$ cat config.mk
export PLATFORM = sky130hd
export DESIGN_NAME = playfair_digraph_encryptor_core
export DESIGN_NICKNAME = d
export VERILOG_FILES = /design/src/pde_pkg.sv /design/src/playfair_digraph_encryptor_core.sv
export SDC_FILE = /design/constraint.sdc
export NUM_CORES = 1
export LEC_CHECK = 0
export ABC_AREA = 1
export BUFFER_PORTS_ARGS = -buffer_cell sky130_fd_sc_hd__buf_2
export CAP_MARGIN = 20
export CORE_UTILIZATION = 40
export CTS_BUF_LIST = sky130_fd_sc_hd__clkbuf_4 sky130_fd_sc_hd__clkbuf_8
export CTS_CLUSTER_SIZE = 28
export DETAILED_ROUTE_END_ITERATION = 7
export HOLD_SLACK_MARGIN = 0.12
export PLACE_DENSITY = 0.59
export SLEW_MARGIN = 20
export SYNTH_ARGS = -nofsm -noshare
export SYNTH_HDL_FRONTEND = slang
export SYNTH_SLANG_ARGS = --single-unit
$ cat constraint.sdc
create_clock -name clk -period 5.53 [get_ports clk]
set_input_delay 1.106 -clock clk [delete_from_list [all_inputs] [get_ports clk]]
set_output_delay 1.106 -clock clk [all_outputs]
set_load 0.01 [all_outputs]
$ cat src/pde_pkg.sv
// Shared types, constants and the sequencer control store for the Playfair encryptor.
`timescale 1ns / 1ps
`default_nettype none

package pde_pkg;

    // Letter codes and square geometry
    localparam logic [4:0] LETTER_I   = 5'd8;
    localparam logic [4:0] LETTER_J   = 5'd9;
    localparam logic [4:0] LETTER_Z   = 5'd25;
    localparam logic [4:0] CELL_COUNT = 5'd25;
    localparam logic [2:0] SIDE_LAST  = 3'd4;

    // Command codes carried in tuser
    typedef enum logic [1:0] {
        CMD_CLEAR   = 2'd0,
        CMD_KEY     = 2'd1,
        CMD_KEY_END = 2'd2,
        CMD_ENCRYPT = 2'd3
    } cmd_t;

    // Datapath action of one control word
    typedef enum logic [2:0] {
        ACT_NONE      = 3'd0,
        ACT_CLEAR     = 3'd1,
        ACT_PLACE_IN  = 3'd2,
        ACT_K_ZERO    = 3'd3,
        ACT_PLACE_K   = 3'd4,
        ACT_SET_READY = 3'd5,
        ACT_READ_POS  = 3'd6,
        ACT_READ_SQ   = 3'd7
    } act_t;

    // Result loaded into the output register; RES_NONE loads nothing
    typedef enum logic [1:0] {
        RES_NONE   = 2'd0,
        RES_ZERO   = 2'd1,
        RES_ERR    = 2'd2,
        RES_CIPHER = 2'd3
    } res_t;

    // Sequencing condition
    typedef enum logic [2:0] {
        JMP_NEXT      = 3'd0,  // step + 1
        JMP_GOTO      = 3'd1,  // always to target
        JMP_DISPATCH  = 3'd2,  // on transfer, by command; else hold
        JMP_K_LAST    = 3'd3,  // walk counter at z: target; else hold
        JMP_NOT_READY = 3'd4,  // square not ready: target; else step + 1
        JMP_OUT_FREE  = 3'd5   // output register free: target; else hold
    } jmp_t;

    typedef logic [3:0] step_t;

    // Control store addresses
    localparam step_t STEP_FETCH    = 4'd0;
    localparam step_t STEP_CLEAR    = 4'd1;
    localparam step_t STEP_KEY      = 4'd2;
    localparam step_t STEP_END_INIT = 4'd3;
    localparam step_t STEP_END_WALK = 4'd4;
    localparam step_t STEP_END_DONE = 4'd5;
    localparam step_t STEP_ENC_POS  = 4'd6;
    localparam step_t STEP_ENC_SQ   = 4'd7;
    localparam step_t STEP_EMIT_ENC = 4'd8;
    localparam step_t STEP_EMIT_Z   = 4'd9;
    localparam step_t STEP_EMIT_ERR = 4'd10;

    typedef struct packed {
        act_t  act;
        res_t  res;
        jmp_t  jmp;
        step_t target;
    } ctl_word_t;

    // Microprogram
    function automatic ctl_word_t ucode_rom(input step_t addr);
        ctl_word_t w;
        w = '{act: ACT_NONE, res: RES_NONE, jmp: JMP_GOTO, target: STEP_FETCH};
        case (addr)
            STEP_FETCH:    w = '{ACT_NONE,      RES_NONE,   JMP_DISPATCH,  STEP_FETCH};
            STEP_CLEAR:    w = '{ACT_CLEAR,     RES_NONE,   JMP_GOTO,      STEP_EMIT_Z};
            STEP_KEY:      w = '{ACT_PLACE_IN,  RES_NONE,   JMP_GOTO,      STEP_EMIT_Z};
            STEP_END_INIT: w = '{ACT_K_ZERO,    RES_NONE,   JMP_NEXT,      STEP_FETCH};
            STEP_END_WALK: w = '{ACT_PLACE_K,   RES_NONE,   JMP_K_LAST,    STEP_END_DONE};
            STEP_END_DONE: w = '{ACT_SET_READY, RES_NONE,   JMP_GOTO,      STEP_EMIT_Z};
            STEP_ENC_POS:  w = '{ACT_READ_POS,  RES_NONE,   JMP_NOT_READY, STEP_EMIT_ERR};
            STEP_ENC_SQ:   w = '{ACT_READ_SQ,   RES_NONE,   JMP_NEXT,      STEP_FETCH};
            STEP_EMIT_ENC: w = '{ACT_NONE,      RES_CIPHER, JMP_OUT_FREE,  STEP_FETCH};
            STEP_EMIT_Z:   w = '{ACT_NONE,      RES_ZERO,   JMP_OUT_FREE,  STEP_FETCH};
            STEP_EMIT_ERR: w = '{ACT_NONE,      RES_ERR,    JMP_OUT_FREE,  STEP_FETCH};
            default:       w = '{ACT_NONE,      RES_NONE,   JMP_GOTO,      STEP_FETCH};
        endcase
        return w;
    endfunction

    // Entry step for each command
    function automatic step_t dispatch_rom(input cmd_t cmd);
        step_t s;
        s = STEP_FETCH;
        unique case (cmd)
            CMD_CLEAR:   s = STEP_CLEAR;
            CMD_KEY:     s = STEP_KEY;
            CMD_KEY_END: s = STEP_END_INIT;
            CMD_ENCRYPT: s = STEP_ENC_POS;
            default:     s = STEP_FETCH;
        endcase
        return s;
    endfunction

    // Pair letter: above z reads as z, j reads as i
    function automatic logic [4:0] pair_letter(input logic [4:0] x);
        logic [4:0] y;
        y = (x > LETTER_Z) ? LETTER_Z : x;
        return (y == LETTER_J) ? LETTER_I : y;
    endfunction

    // Row of a cell 0..24: floor(pos * 13 / 64) equals pos / 5 on that range
    function automatic logic [2:0] row_of(input logic [4:0] pos);
        logic [8:0] p;
        p = {4'b0, pos} * 9'd13;
        return p[8:6];
    endfunction

    function automatic logic [2:0] col_of(input logic [4:0] pos, input logic [2:0] row);
        logic [4:0] c;
        c = pos - ({2'b0, row} * 5'd5);
        return c[2:0];
    endfunction

    function automatic logic [2:0] wrap_inc(input logic [2:0] v);
        return (v == SIDE_LAST) ? 3'd0 : 3'(v + 3'd1);
    endfunction

    function automatic logic [4:0] cell_of(input logic [2:0] row, input logic [2:0] col);
        return 5'({2'b0, row} * 5'd5 + {2'b0, col});
    endfunction

endpackage

`default_nettype wire

$ cat src/playfair_digraph_encryptor_core.sv
// Top level: microcoded Playfair key-square builder and digraph encryptor.
`timescale 1ns / 1ps
`default_nettype none

// Each input transfer carries a command in s_tuser and letters in s_tdata; every command
// returns exactly one result. A sequencer steps one control word per cycle, holding in the
// fetch step for an input transfer and in a result load for a free output register. A clear
// or key letter runs its action then a result load; an encrypt pair a position-map read, a
// key-square read and a result load, each registered; a key end walks the 26 letters at one
// letter per cycle. Results wait in an output register; a command is taken while an older
// result is still waiting, and only its own result load holds for the output side. Encrypting
// before a key end returns status 1 with zero letters; other commands return all zeros.
module playfair_digraph_encryptor_core (
    input  wire         clk,
    input  wire         rst_n,
    input  wire         s_tvalid,
    output logic        s_tready,
    input  wire  [15:0] s_tdata,   // [4:0] first_letter, [9:5] second_letter, [15:10] zero
    input  wire  [1:0]  s_tuser,   // [1:0] cmd
    output logic        m_tvalid,
    input  wire         m_tready,
    output logic [15:0] m_tdata,   // [4:0] first_out, [9:5] second_out, [15:10] zero
    output logic [0:0]  m_tuser    // [0] status
);

    // Sequencer state
    pde_pkg::step_t     step_reg, step_next;
    pde_pkg::ctl_word_t cw;

    // Key-square build state
    logic [25:0] seen_reg;
    logic [4:0]  fill_reg;
    logic        ready_reg;
    logic [4:0]  k_reg;

    // Latched pair / key letters
    logic [4:0]  a_reg, b_reg;

    // Memories and their registered read data
    logic [4:0]  key_square   [25];
    logic [4:0]  letter_pos   [26];
    logic [4:0]  pos_a_reg, pos_b_reg;
    logic [4:0]  sq_a_reg, sq_b_reg;

    // Output register
    logic        out_valid_reg;
    logic [4:0]  out_a_reg, out_b_reg;
    logic        out_st_reg;

    logic        in_xfer, out_free, emit;
    logic [4:0]  place_letter;
    logic        place_req, place_en;
    logic [2:0]  ra, ca, rb, cb;
    logic [4:0]  oa, ob;

    assign cw       = pde_pkg::ucode_rom(step_reg);
    assign s_tready = (step_reg == pde_pkg::STEP_FETCH);
    assign in_xfer  = s_tvalid && s_tready;
    assign out_free = !out_valid_reg || m_tready;
    assign emit     = (cw.res != pde_pkg::RES_NONE) && out_free;

    // Next step
    always_comb
    begin
        step_next = step_reg;
        unique case (cw.jmp)
            pde_pkg::JMP_NEXT:      step_next = pde_pkg::step_t'(step_reg + 4'd1);
            pde_pkg::JMP_GOTO:      step_next = cw.target;
            pde_pkg::JMP_DISPATCH:
                if (in_xfer)
                    step_next = pde_pkg::dispatch_rom(pde_pkg::cmd_t'(s_tuser));
            pde_pkg::JMP_K_LAST:
                if (k_reg == pde_pkg::LETTER_Z)
                    step_next = cw.target;
            pde_pkg::JMP_NOT_READY:
                step_next = ready_reg ? pde_pkg::step_t'(step_reg + 4'd1) : cw.target;
            pde_pkg::JMP_OUT_FREE:
                if (out_free)
                    step_next = cw.target;
            default:                step_next = pde_pkg::STEP_FETCH;
        endcase
    end

    // Letter placement: key letter from the input, or the key-end walk counter
    always_comb
    begin
        place_letter = (cw.act == pde_pkg::ACT_PLACE_IN) ? a_reg : k_reg;
        place_req    = ((cw.act == pde_pkg::ACT_PLACE_IN) && !ready_reg) ||
                       (cw.act == pde_pkg::ACT_PLACE_K);
        place_en     = place_req && (place_letter != pde_pkg::LETTER_J) &&
                       (place_letter <= pde_pkg::LETTER_Z) &&
                       (fill_reg < pde_pkg::CELL_COUNT) && !seen_reg[place_letter];
    end

    // Cipher cell addresses from the registered positions
    always_comb
    begin
        ra = pde_pkg::row_of(pos_a_reg);
        rb = pde_pkg::row_of(pos_b_reg);
        ca = pde_pkg::col_of(pos_a_reg, ra);
        cb = pde_pkg::col_of(pos_b_reg, rb);
        if (ra == rb)
        begin
            oa = pde_pkg::cell_of(ra, pde_pkg::wrap_inc(ca));
            ob = pde_pkg::cell_of(rb, pde_pkg::wrap_inc(cb));
        end
        else if (ca == cb)
        begin
            oa = pde_pkg::cell_of(pde_pkg::wrap_inc(ra), ca);
            ob = pde_pkg::cell_of(pde_pkg::wrap_inc(rb), cb);
        end
        else
        begin
            oa = pde_pkg::cell_of(ra, cb);
            ob = pde_pkg::cell_of(rb, ca);
        end
    end

    // Control registers
    always_ff @(posedge clk or negedge rst_n)
    begin
        if (!rst_n)
        begin
            step_reg      <= pde_pkg::STEP_FETCH;
            seen_reg      <= '0;
            fill_reg      <= '0;
            ready_reg     <= 1'b0;
            k_reg         <= '0;
            out_valid_reg <= 1'b0;
        end
        else
        begin
            step_reg <= step_next;
            case (cw.act)
                pde_pkg::ACT_CLEAR:
                begin
                    seen_reg  <= '0;
                    fill_reg  <= '0;
                    ready_reg <= 1'b0;
                end
                pde_pkg::ACT_K_ZERO:    k_reg <= '0;
                pde_pkg::ACT_SET_READY: ready_reg <= 1'b1;
                default: ;
            endcase
            if (cw.act == pde_pkg::ACT_PLACE_K)
                k_reg <= 5'(k_reg + 5'd1);
            if (place_en)
            begin
                seen_reg[place_letter] <= 1'b1;
                fill_reg               <= 5'(fill_reg + 5'd1);
            end
            if (emit)
                out_valid_reg <= 1'b1;
            else if (m_tready)
                out_valid_reg <= 1'b0;
        end
    end

    // Memories, input latch and output payload
    always_ff @(posedge clk)
    begin
        if (in_xfer)
        begin
            a_reg <= s_tdata[4:0];
            b_reg <= s_tdata[9:5];
        end
        if (place_en)
        begin
            key_square[fill_reg]     <= place_letter;
            letter_pos[place_letter] <= fill_reg;
        end
        if (cw.act == pde_pkg::ACT_READ_POS)
        begin
            pos_a_reg <= letter_pos[pde_pkg::pair_letter(a_reg)];
            pos_b_reg <= letter_pos[pde_pkg::pair_letter(b_reg)];
        end
        if (cw.act == pde_pkg::ACT_READ_SQ)
        begin
            sq_a_reg <= key_square[oa];
            sq_b_reg <= key_square[ob];
        end
        if (emit)
        begin
            out_a_reg  <= (cw.res == pde_pkg::RES_CIPHER) ? sq_a_reg : 5'd0;
            out_b_reg  <= (cw.res == pde_pkg::RES_CIPHER) ? sq_b_reg : 5'd0;
            out_st_reg <= (cw.res == pde_pkg::RES_ERR);
        end
    end

    assign m_tvalid = out_valid_reg;
    assign m_tdata  = {6'b0, out_b_reg, out_a_reg};
    assign m_tuser  = out_st_reg;

endmodule

`default_nettype wire

== Word level (Yosys, flattened, before mapping) ==
Memory sizes are Yosys's and may differ from the RTL's. A register that Yosys moved wholly into a read port is not among the register bits.
Index checks and enable logic that the tools add are counted.

* Bitwise gates (word level): 1
* Shift-type cells: 0
* Div/mod/pow operators: 0
* Add/subtract/negate cells: 15
* Equal/unequal tests: 30
* Order comparisons: 6
* Multiplexer cells: 34
* Reduce and logical (&&, ||, !) cells: 22
* Multipliers: 6

{| class="wikitable"
|+ Operators with widths
! operator !! number
|-
| 5-bit two-way mux || 13
|-
| 26-bit two-way mux || 2
|-
| 5-bit by 3-bit adder with 5-bit output || 6
|-
| 3-bit == test (second input constant) || 10
|-
| 26-bit OR || 1
|-
| 4-bit one-hot mux with 6 select lines || 1
|-
| 3-bit by 3-bit multiplier with 5-bit output (second input constant) || 4
|-
| 5-bit by 4-bit multiplier with 9-bit output (second input constant) || 2
|-
| 4-bit two-way mux || 4
|-
| 4-bit one-hot mux with 4 select lines || 1
|-
| 3-bit by 1-bit adder with 3-bit output (second input constant) || 4
|-
| 3-bit by 2-bit == test with 1-bit output (second input constant) || 4
|-
| 3-bit two-way mux || 4
|-
| 5-bit by 1-bit adder with 5-bit output (second input constant) || 2
|-
| 5-bit by 4-bit == test with 1-bit output (second input constant) || 2
|-
| 5-bit greater-than comparator (second input constant) || 2
|-
| 2-bit nonzero test || 5
|-
| 2-bit == test (second input constant) || 4
|-
| 1-bit logical AND || 8
|-
| 3-bit by 1-bit == test with 1-bit output (second input constant) || 2
|-
| 3-bit == test || 2
|-
| 5-bit by 6-bit less-than comparator with 1-bit output (second input constant) || 1
|-
| 1-bit two-way mux || 6
|-
| 2-bit != test (second input constant) || 3
|-
| other kinds (17) || 21
|}

* Register bits after elaboration: 63
* Bits of input ports: 22
* ROM bits: 192
* Latch bits: 0
* Logic and storage cells: 128
* Output and inout bits: 19
* Memory bits (writable): 255
* Memories: 3

{| class="wikitable"
|+ Memories
! memory !! words !! width !! read ports !! clocked after memory_dff !! wr ports !! line !! RTL
|-
| (no name shown) || 16 || 12 || 1 || 0 || 0 || pde_pkg.sv:78 || <nowiki>case (addr)</nowiki>
|-
| letter_pos || 26 || 5 || 2 || 2 || 1 || playfair_digraph_encryptor_core.sv:41 || <nowiki>logic [4:0] letter_pos [26];</nowiki>
|-
| key_square || 25 || 5 || 2 || 2 || 1 || playfair_digraph_encryptor_core.sv:40 || <nowiki>logic [4:0] key_square [25];</nowiki>
|}

== Logic depth before layout (Yosys ltp) ==
Gate-level depths: netlist of run 1.
An unclocked memory read counts as a cell.

* Depth after elaboration: 10
* Mapped depth: 32

== Worst setup path after synthesis of run 1 ==
Ideal clock, no wire load.

* Path kind: register -> register
* Start: register pos_a_reg[2], read port of letter_pos
* End: register sq_a_reg[0], read port of key_square, data pin
* Cell stages (with the launch flop): 28
* Slack: 653 ps
* Required time: 5277 ps
* Arrival time: 4624 ps
* Clock period less this slack: 4877 ps
* Path through: edfxtp_1 ha_1 fa_1 ha_1 nand2_1 nand2_1 inv_1 nand2_2 xor2_2 ha_1 fa_1 ha_1 or2_2 nand2_1 inv_1 ha_1 inv_1 nand2_1 or2_2 nand2_1 o21ai_4 inv_1 buf_2 nand3_1 nand3_1 nand2_1 nand2_1 nand2_1

* Longest elaborated chain between the ends: 7
* Elaborated cells on any way between the ends: 17
* Those cells by class: add/sub: 6; mul: 3; eq/ne: 4; mux: 4

{| class="wikitable"
|+ RTL lines
! what !! line !! RTL
|-
| start: declaration || playfair_digraph_encryptor_core.sv:42 || <nowiki>logic [4:0] pos_a_reg, pos_b_reg;</nowiki>
|-
| 5-bit by 4-bit multiplier with 9-bit output || pde_pkg.sv:119 || <nowiki>p = {4'b0, pos} * 9'd13;</nowiki>
|-
| 3-bit by 3-bit multiplier with 5-bit output, or another cell as far along || pde_pkg.sv:134 || <nowiki>return 5'({2'b0, row} * 5'd5 + {2'b0, col});</nowiki>
|-
| 3-bit subtractor or 3-bit two-way mux (tied branches) || pde_pkg.sv:125, pde_pkg.sv:130 ||
|-
| 3-bit by 1-bit adder with 3-bit output, or another cell as far along || pde_pkg.sv:130 || <nowiki>return (v == SIDE_LAST) ? 3'd0 : 3'(v + 3'd1);</nowiki>
|-
| 3-bit two-way mux or 5-bit by 3-bit adder with 5-bit output (tied branches) || pde_pkg.sv:130, pde_pkg.sv:134 ||
|-
| 5-bit by 3-bit adder with 5-bit output or 5-bit two-way mux (tied branches) || pde_pkg.sv:134, playfair_digraph_encryptor_core.sv:107 ||
|-
| 5-bit two-way mux (*) || playfair_digraph_encryptor_core.sv:102 || <nowiki>if (ra == rb)</nowiki>
|-
| end: declaration || playfair_digraph_encryptor_core.sv:43 || <nowiki>logic [4:0] sq_a_reg, sq_b_reg;</nowiki>
|}

Every way passes the cells marked *; elsewhere a longest branch is shown, timed or not.
A chain may end at the register's enable or synchronous reset.

== Worst setup path in the final report of run 1 ==
* Start: register pos_b_reg[3], read port of letter_pos
* End: register sq_a_reg[2], read port of key_square, data pin

* Longest elaborated chain between the ends: 6
* Elaborated cells on any way between the ends: 8
* Those cells by class: add/sub: 2; mul: 2; eq/ne: 2; mux: 2

{| class="wikitable"
|+ RTL lines
! what !! line !! RTL
|-
| start: declaration || playfair_digraph_encryptor_core.sv:42 ||
|-
| 5-bit by 4-bit multiplier with 9-bit output (*) || pde_pkg.sv:119 ||
|-
| 3-bit by 3-bit multiplier with 5-bit output || n/a ||
|-
| 3-bit subtractor || pde_pkg.sv:125 || <nowiki>c = pos - ({2'b0, row} * 5'd5);</nowiki>
|-
| 5-bit by 3-bit adder with 5-bit output or 3-bit == test (tied branches) || pde_pkg.sv:134, playfair_digraph_encryptor_core.sv:107 ||
|-
| 5-bit two-way mux || playfair_digraph_encryptor_core.sv:107 || <nowiki>else if (ca == cb)</nowiki>
|-
| 5-bit two-way mux (*) || playfair_digraph_encryptor_core.sv:102 ||
|}

Marked as above.

==> results of run 1 <==
==> cell type report <==
class	count	area (um2)	share of cell area (%)
inverters	308	1160	5.29
multi-input cells	1495	8050	36.7
repair buffers	102	843	3.85
well taps	615	769	3.51
flip-flops and latches	338	9940	45.4
clock buffers	69	881	4.02
repair inverters	1	5.00	0.0228
clock inverters	37	269	1.23
==> cells in the mapped netlist, types with 3 or more instances <==
master and n:
a21oi_1 53, a22oi_1 14, a31oi_1 18, buf_1 4, buf_2 32, buf_4 8, buf_6 7, clkbuf_1 76
clkinv_1 7, dfrtp_1 42, edfxtp_1 296, fa_1 6, ha_1 66, inv_1 289, inv_2 12, nand2_1 432
nand2_2 4, nand3_1 394, nand3_2 3, nand4_1 6, nor2_1 137, nor2_2 3, nor3_1 47, o211ai_1 30
o21ai_0 144, o21ai_1 8, o21ai_2 4, o21ai_4 3, o221ai_1 27, o22ai_1 15, o311ai_0 4, o31ai_1 15
o32ai_1 3, or2_2 8, xnor2_1 10, xor2_1 12
==> worst max-delay path, delay by kind of cell (launching register included) <==
family | cells | cell delay, ps
XOR/XNOR | 2 | 490
AO/OA/AOI/OAI | 1 | 150
buffers and inverters | 6 | 870
adder cells (fa/ha/maj) | 4 | 1360
flip-flops | 1 | 430
AND/OR/NAND/NOR | 16 | 1620
==> per-layer routing <==
layer	vias up	share of wire, %	GRT usage [%]
met3	111	7.8	3.38
met2	762	48	37.0
met4	0	2.7	8.59
met1	7744	42	30.5
met5	-	0	0
li1	7842	-	-
==> stage by stage <==
stage               utilization, %  TNS, ps  setup slack (ps)  power (uW)  cell area (um2)
global placement              42.9        0               222        8790            20600
floorplan                        -        0               653        6870            19600
CTS                           45.3        0              91.8       11100            21800
global route                  45.6    -11.7             -11.7       11900            21900
detailed placement            42.9        0               129        8850            20600
finish                        45.6        0               290       11200            21900
==> how the worst max path moves through the flow <==
| stage | from | endpoint | slack [ps] | cells past startpoint |
|---|---|---|---|---|
| floorplan | pos_a_reg[2] | sq_a_reg[0] | 650 | 27 |
| global placement | pos_a_reg[2] | sq_b_reg[0] | 220 | 27 |
| detailed placement | pos_a_reg[2] | sq_b_reg[2] | 130 | 27 |
| CTS | pos_a_reg[2] | sq_b_reg[2] | 90 | 27 |
| global route | pos_a_reg[2] | sq_a_reg[4] | -10 | 26 |
| finish | pos_b_reg[3] | sq_a_reg[2] | 290 | 29 |
==> where the power goes <==
group          internal, uW  switching [uW]
sequential             3100            88.4
combinational          1760            4010
clock                  1200            1060
==> what timing repair did <==
action,in CTS,in global routing
endpoints found under the setup margin,0,10
resized for setup,0,23
setup buffers,0,4
endpoints found under the hold margin,0,0
==> logic make-up after synthesis <==
logic type	after synthesis
AOI/OAI and AO/OA	346
xor gates and xnor gates	24
adders and majority gates	72
buffers and inverters	435
DFF	338
muxes	1
other	1
and+or+nand+nor	1041
==> run metrics, run 1 <==
reg-to-reg endpoint sq_a_reg[2]; Total GRT Usage 22.7%; Syn Area/Cell between 8 and 9 um2; total number of H-tree levels 2; die span in x between 200 and 250 um; clk buf depth 3; Crit-path slowest cell edfxtp_1; Least-Margin Pin Slew approximately 980 ps; Vias/cell about 5.6; largest family of logic cells by synthesized area simple AND/OR/NAND/NOR gates; Compound-Gate Fraction of Synth Area 10.9%; final WL between 50 and 60 mm; final setup fails 0; most used flip-flop cell after synthesis edfxtp_1; final antenna-violating net count 0; Core ar. roughly 48000 um2; clk sinks about 340; mux contribution to synthesized area 0.0511%; Initial Util approximately two fifths; Max Slew Vio Count 0; top cells by area, synth edfxtp_1 (45%), nand3_1 (10%), nand2_1 (8.3%); Fin Hold WS approximately 440 ps; CTS root buf clkbuf_8; normalized max-slew margin approximately a third; Mapped Area 19600 um2; worst reg-to-reg setup slack 290 ps; initial antenna violation count 0; Reg2Reg Depth 29; CP endpoint kind flip-flop; DP Wirelength around 37 mm; commonest non-fill, non-tap cell in the layout nand2_1; ys async rst share between 10% and 20%; Adder-Cell Fraction of Synth Area roughly 4.8%; antenna cells 0; Die H roughly 220 um; vias 16500; nets 2396; Fillers ~4600; maximum vdd drop around 0.36 mV; Rows 80; pin count of the biggest net entering global routing 61; CTS tree built; xor/xnor share of the synthesized area approximately 1.2%; fin crit period approximately 5200 ps; Max Cap Viol 0; initial drt markers 1700; non-filler cells, final ~3000; Crit path arrival time roughly 5600 ps; share of cells above drive strength 1 between 10% and 20%; placed cell count around 2900; commonest non-fill, non-tap cells in the layout nand2_1 (424), nand3_1 (392), edfxtp_1 (296), inv_1 (287), o21ai_0 (141); DRC viols 0; Netlist cell types just over 50; Yosys top cell by area edfxtp_1; pwr/cell area 512 nW/um2; Worst path max stage delay between 400 and 500 ps; vias in the first global route 15700; cell repeated most along the worst path nand2_1; drt pass-1 iters 8; FF+latch count, synth 338; global-route wire length before repair 87.7 mm; Leak roughly 0.0094 uW; post-DR wirelength/cell 19.1 um; CTS clk-pin slew, worst paths 60 ps; Ports ~40; Die ar. 49800 um2; Reg-to-Reg Start pos_b_reg[3]; post-cts hold buffer count 0; Hold WC Path Type in2async; final worst path period share 94.7%; Synth top area share a little under half; cell count after synthesis around 2300; clock buffer count from CTS between 50 and 60; GR Overflow Total 0; CP required about 5900 ps; Fmax ~190 MHz; placer congestion estimate just over 0.9; Yosys warnings 0; Largest register FFs 130; Port Buffer Count 28; startpoint type of the worst setup path flip-flop; sequential fraction of the synthesis area 50.8%; hold violation count in the final report 0; clock latency on the worst-skew pair ~670 ps; post-synthesis simple-gate area fraction 23.3%; CP Class reg2reg; number of synthesized flops with an enable pin approximately 300; status complete, no violations; worst-path fanout max 60; Area Overhead vs Synth 11.9%; Clock Skew 45.0 ps
(Power assumes the default switching activity.)
==> inputs of run 2 (changes only) <==
--- a/config.mk
+++ b/config.mk
@@ -5,7 +5,6 @@
 export SDC_FILE = /design/constraint.sdc
 export NUM_CORES = 1
 export LEC_CHECK = 0
-export ABC_AREA = 1
 export BUFFER_PORTS_ARGS = -buffer_cell sky130_fd_sc_hd__buf_2
 export CAP_MARGIN = 20
 export CORE_UTILIZATION = 40
==> run metrics, run 2 <==
RSZ-0062 raised after global routing yes; startpoint type of the worst setup path flip-flop (unchanged); placer congestion estimate 0.850 (was 0.911); worst-path fanout max 8 (was 60); Reg-to-Reg Start pos_b_reg[1] (was pos_b_reg[3]); fin crit period 5410 ps (was 5240 ps); DRC viols 0 (unchanged); Internal 7060 uW (was 6070 uW); cell count after synthesis 1454 (was 2258); number of synthesized flops with an enable pin 296 (unchanged); GR met2 Demand/Resource 33.4% (was 37.0%); ys async rst share 12.4% (unchanged); CP required 6030 ps (was 5920 ps); GRT Max-Usage Layer met2 (unchanged); CP Class reg2reg (unchanged); share of cells above drive strength 1 28.9% (was 11.4%); Syn Area/Cell 12.7 um2 (was 8.67 um2); Final Cell Area 22300 um2 (was 21900 um2); Leak 0.00813 uW (was 0.00936 uW); clock latency on the worst-skew pair 660 ps (was 670 ps); Psw 4580 uW (was 5160 uW); CP endpoint kind flip-flop (unchanged); Die H 217 um (was 223 um); FF+latch count, synth 338 (unchanged); Yosys warnings 0 (unchanged); vias 12900 (was 16500); final antenna-violating net count 0 (unchanged); met3 Use GR 3.47% (was 3.38%); Port Buffer Count 28 (unchanged); DP Wirelength 33.0 mm (was 37.1 mm); nets 1714 (was 2396); die span in x 217 um (was 223 um); post-cts hold buffer count 0 (unchanged); drt pass-1 iters 5 (was 8); final worst path period share 97.8% (was 94.7%); Fillers 3997 (was 4605); Comb power frac 51.9% (was 51.4%); maximum vdd drop 0.267 mV (was 0.364 mV); most used flip-flop cell after synthesis edfxtp_1 (unchanged); count leader, synth edfxtp_1 (was nand2_1); Netlist cell types 82 (was 51); Synth top area share 48.1% (was 45.4%); final WL 48.7 mm (was 56.5 mm); Hold WC Path Type in2async (unchanged); Largest register FFs 130 (unchanged); clk buf depth 3 (unchanged); clock buffer count from CTS 57 (was 56); Crit path arrival time 5910 ps (was 5630 ps); commonest non-fill, non-tap cell in the layout edfxtp_1 (was nand2_1); top cells by area, synth edfxtp_1 (48%), mux2i_1 (8.0%), dfrtp_1 (5.7%) (was edfxtp_1 (45%), nand3_1 (10%), nand2_1 (8.3%)); Cell Area, Placed 20100 um2 (was 20600 um2); clk sinks 338 (unchanged); Clk pwr share 19.2% (was 20.2%); final setup fails 0 (unchanged); pin count of the biggest net entering global routing 43 (was 61); Total GRT Usage 20.8% (was 22.7%); CTS clk-pin slew, worst paths 60 ps (about the same); CTS tree built (unchanged); Max Slew Vio Count 0 (unchanged); Initial Util 40.6% (was 40.8%); CP startpoint pos_b_reg[1] (was pos_b_reg[3]); pwr/cell area 523 nW/um2 (was 512 nW/um2); normalized max-slew margin 30.6% (was 34.5%); Die ar. 47000 um2 (was 49800 um2); Commonest cells post-synth edfxtp_1 (296), mux2i_1 (147), nor2_1 (101) (was nand2_1 (432), nand3_1 (394), edfxtp_1 (296)); Area Overhead vs Synth 20.6% (was 11.9%); Vias/cell 5.71 (was 5.55); global-route wire length before repair 74.8 mm (was 87.7 mm); Switching Fraction 39.3% (was 45.9%); sequential fraction of the synthesis area 53.8% (was 50.8%); Flop pwr share 28.9% (was 28.4%); CTS root buf clkbuf_8 (unchanged); vias in the first global route 13000 (was 15700); hold violation count in the final report 0 (unchanged); Yosys top cell by area edfxtp_1 (unchanged); initial antenna violation count 1 (was 0); Fmax 185 MHz (was 191 MHz); Ports 41 (unchanged); post-DR wirelength/cell 21.5 um (was 19.1 um); Reg2Reg Depth 21 (was 29); Max Cap Viol 0 (unchanged); Mapped Area 18500 um2 (was 19600 um2); Rows 78 (was 80); routing usage on met1 28.5% (was 30.5%); initial drt markers 1111 (was 1700); Core ar. 45500 um2 (was 48000 um2); total number of H-tree levels 2 (unchanged); Fin Hold WS 461 ps (was 437 ps); status complete, no violations (unchanged); setup TNS 0 ps (unchanged); GR Overflow Total 0 (unchanged); Least-Margin Pin Slew 1040 ps (was 980 ps); commonest non-fill, non-tap cells in the layout edfxtp_1 (296), mux2i_1 (141), buf_4 (125), nor2_1 (99), nand2_1 (84) (was nand2_1 (424), nand3_1 (392), edfxtp_1 (296), inv_1 (287), o21ai_0 (141)); Clock Skew 43.1 ps (was 45.0 ps)
run 2: changes by cell type after synthesis, moves of 31 or more:
cell      before  now
a211oi_1       1   32
clkbuf_1      76   36
inv_1        289   43
nand2_1      432   88
a22oi_1       14   55
o21ai_0      144   45
o22ai_1       15   46
mux2i_1        1  147
mux4_2         0   46
nor3_1        47   14
nand3_1      394   34
nor2_1       137  101
run 2: kinds of logic after synthesis:
kind of cell	after synthesis	synth area share, %
muxes	207	14.5
xor gates and xnor gates	31	1.67
DFF	338	53.8
and+or+nand+nor	323	8.35
adders and majority gates	72	5.12
other	1	0.0203
AOI/OAI and AO/OA	351	13.1
buffers and inverters	131	3.33
run 2: final cells by class:
cell class / instances / area [um2] / share of cell area (%)
Antenna cell: 1 / 2.50 / 0.0112
Clock buffer: 84 / 1020 / 4.60
Clock inverter: 19 / 125 / 0.562
Inverter: 47 / 178 / 0.797
Multi-Input combinational cell: 995 / 8720 / 39.1
Sequential cell: 338 / 9940 / 44.6
Tap cell: 600 / 751 / 3.37
Timing Repair Buffer: 181 / 1530 / 6.89
run 2: power groups by stage:
stage | clock, uW | combinational, uW | sequential (uW)
after floorplan | 0 | 3440 | 3320
after global placement | 0 | 5200 | 3410
after detailed placement | 0 | 5240 | 3410
after CTS | 2270 | 5640 | 3360
after global routing | 2370 | 6450 | 3390
final | 2240 | 6050 | 3360
run 2: what timing repair did:
action | 4_1_cts | 5_1_grt
setup endpoints to repair | 10 | 10
gates resized for setup | 60 | 94
buffers inserted | 13 | 9
gates cloned | 1 | 0
pin swaps | 20 | 50
run 2: final timing paths:
check	to	slack, ps
max in group asynchronous	fill_reg[0]	4650
worst min register to register	seen_reg[15]	480
worst max-delay path	sq_b_reg[3]	120
min in group clk	seen_reg[15]	480
worst max register to register	sq_b_reg[3]	120
worst min-delay path	m_tvalid	460
run 2: stage by stage:
step / std cells / util (%) / worst slack, ps / total power (uW)
6_report: 2265 / 49.0 / 119 / 11600
5_1_grt: 2265 / 49.0 / -51.2 / 12200
4_1_cts: 2255 / 47.8 / 6.28 / 11300
3_5_place_dp: 2138 / 44.2 / -316 / 8650
3_3_place_gp: 2138 / 44.2 / -340 / 8600
2_1_floorplan: 1464 / - / 5.52 / 6750
run 2: routing by layer:
metal / vias up / share of wire, % / wire length (um)
li1: 5988 / - / -
met1: 6424 / 44 / 21300
met2: 427 / 47 / 23100
met3: 96 / 5.9 / 2890
met4: 0 / 2.9 / 1420
met5: - / 0 / 0
run 2: worst max-delay path, cell delays in order (launching register included):
cell      delay, ps
edfxtp_1        440
ha_4            270
fa_2            590
ha_4            200
and2_4          140
a211o_1         320
nand2_2          80
inv_2            50
ha_4            150
fa_2            350
xor3_2          410
buf_6           150
ha_4            220
fa_2            620
nor3_2           60
a31oi_1         170
o22ai_2         140
buf_12          160
buf_8           140
a22o_1          240
o211a_1         230
a211oi_2        150
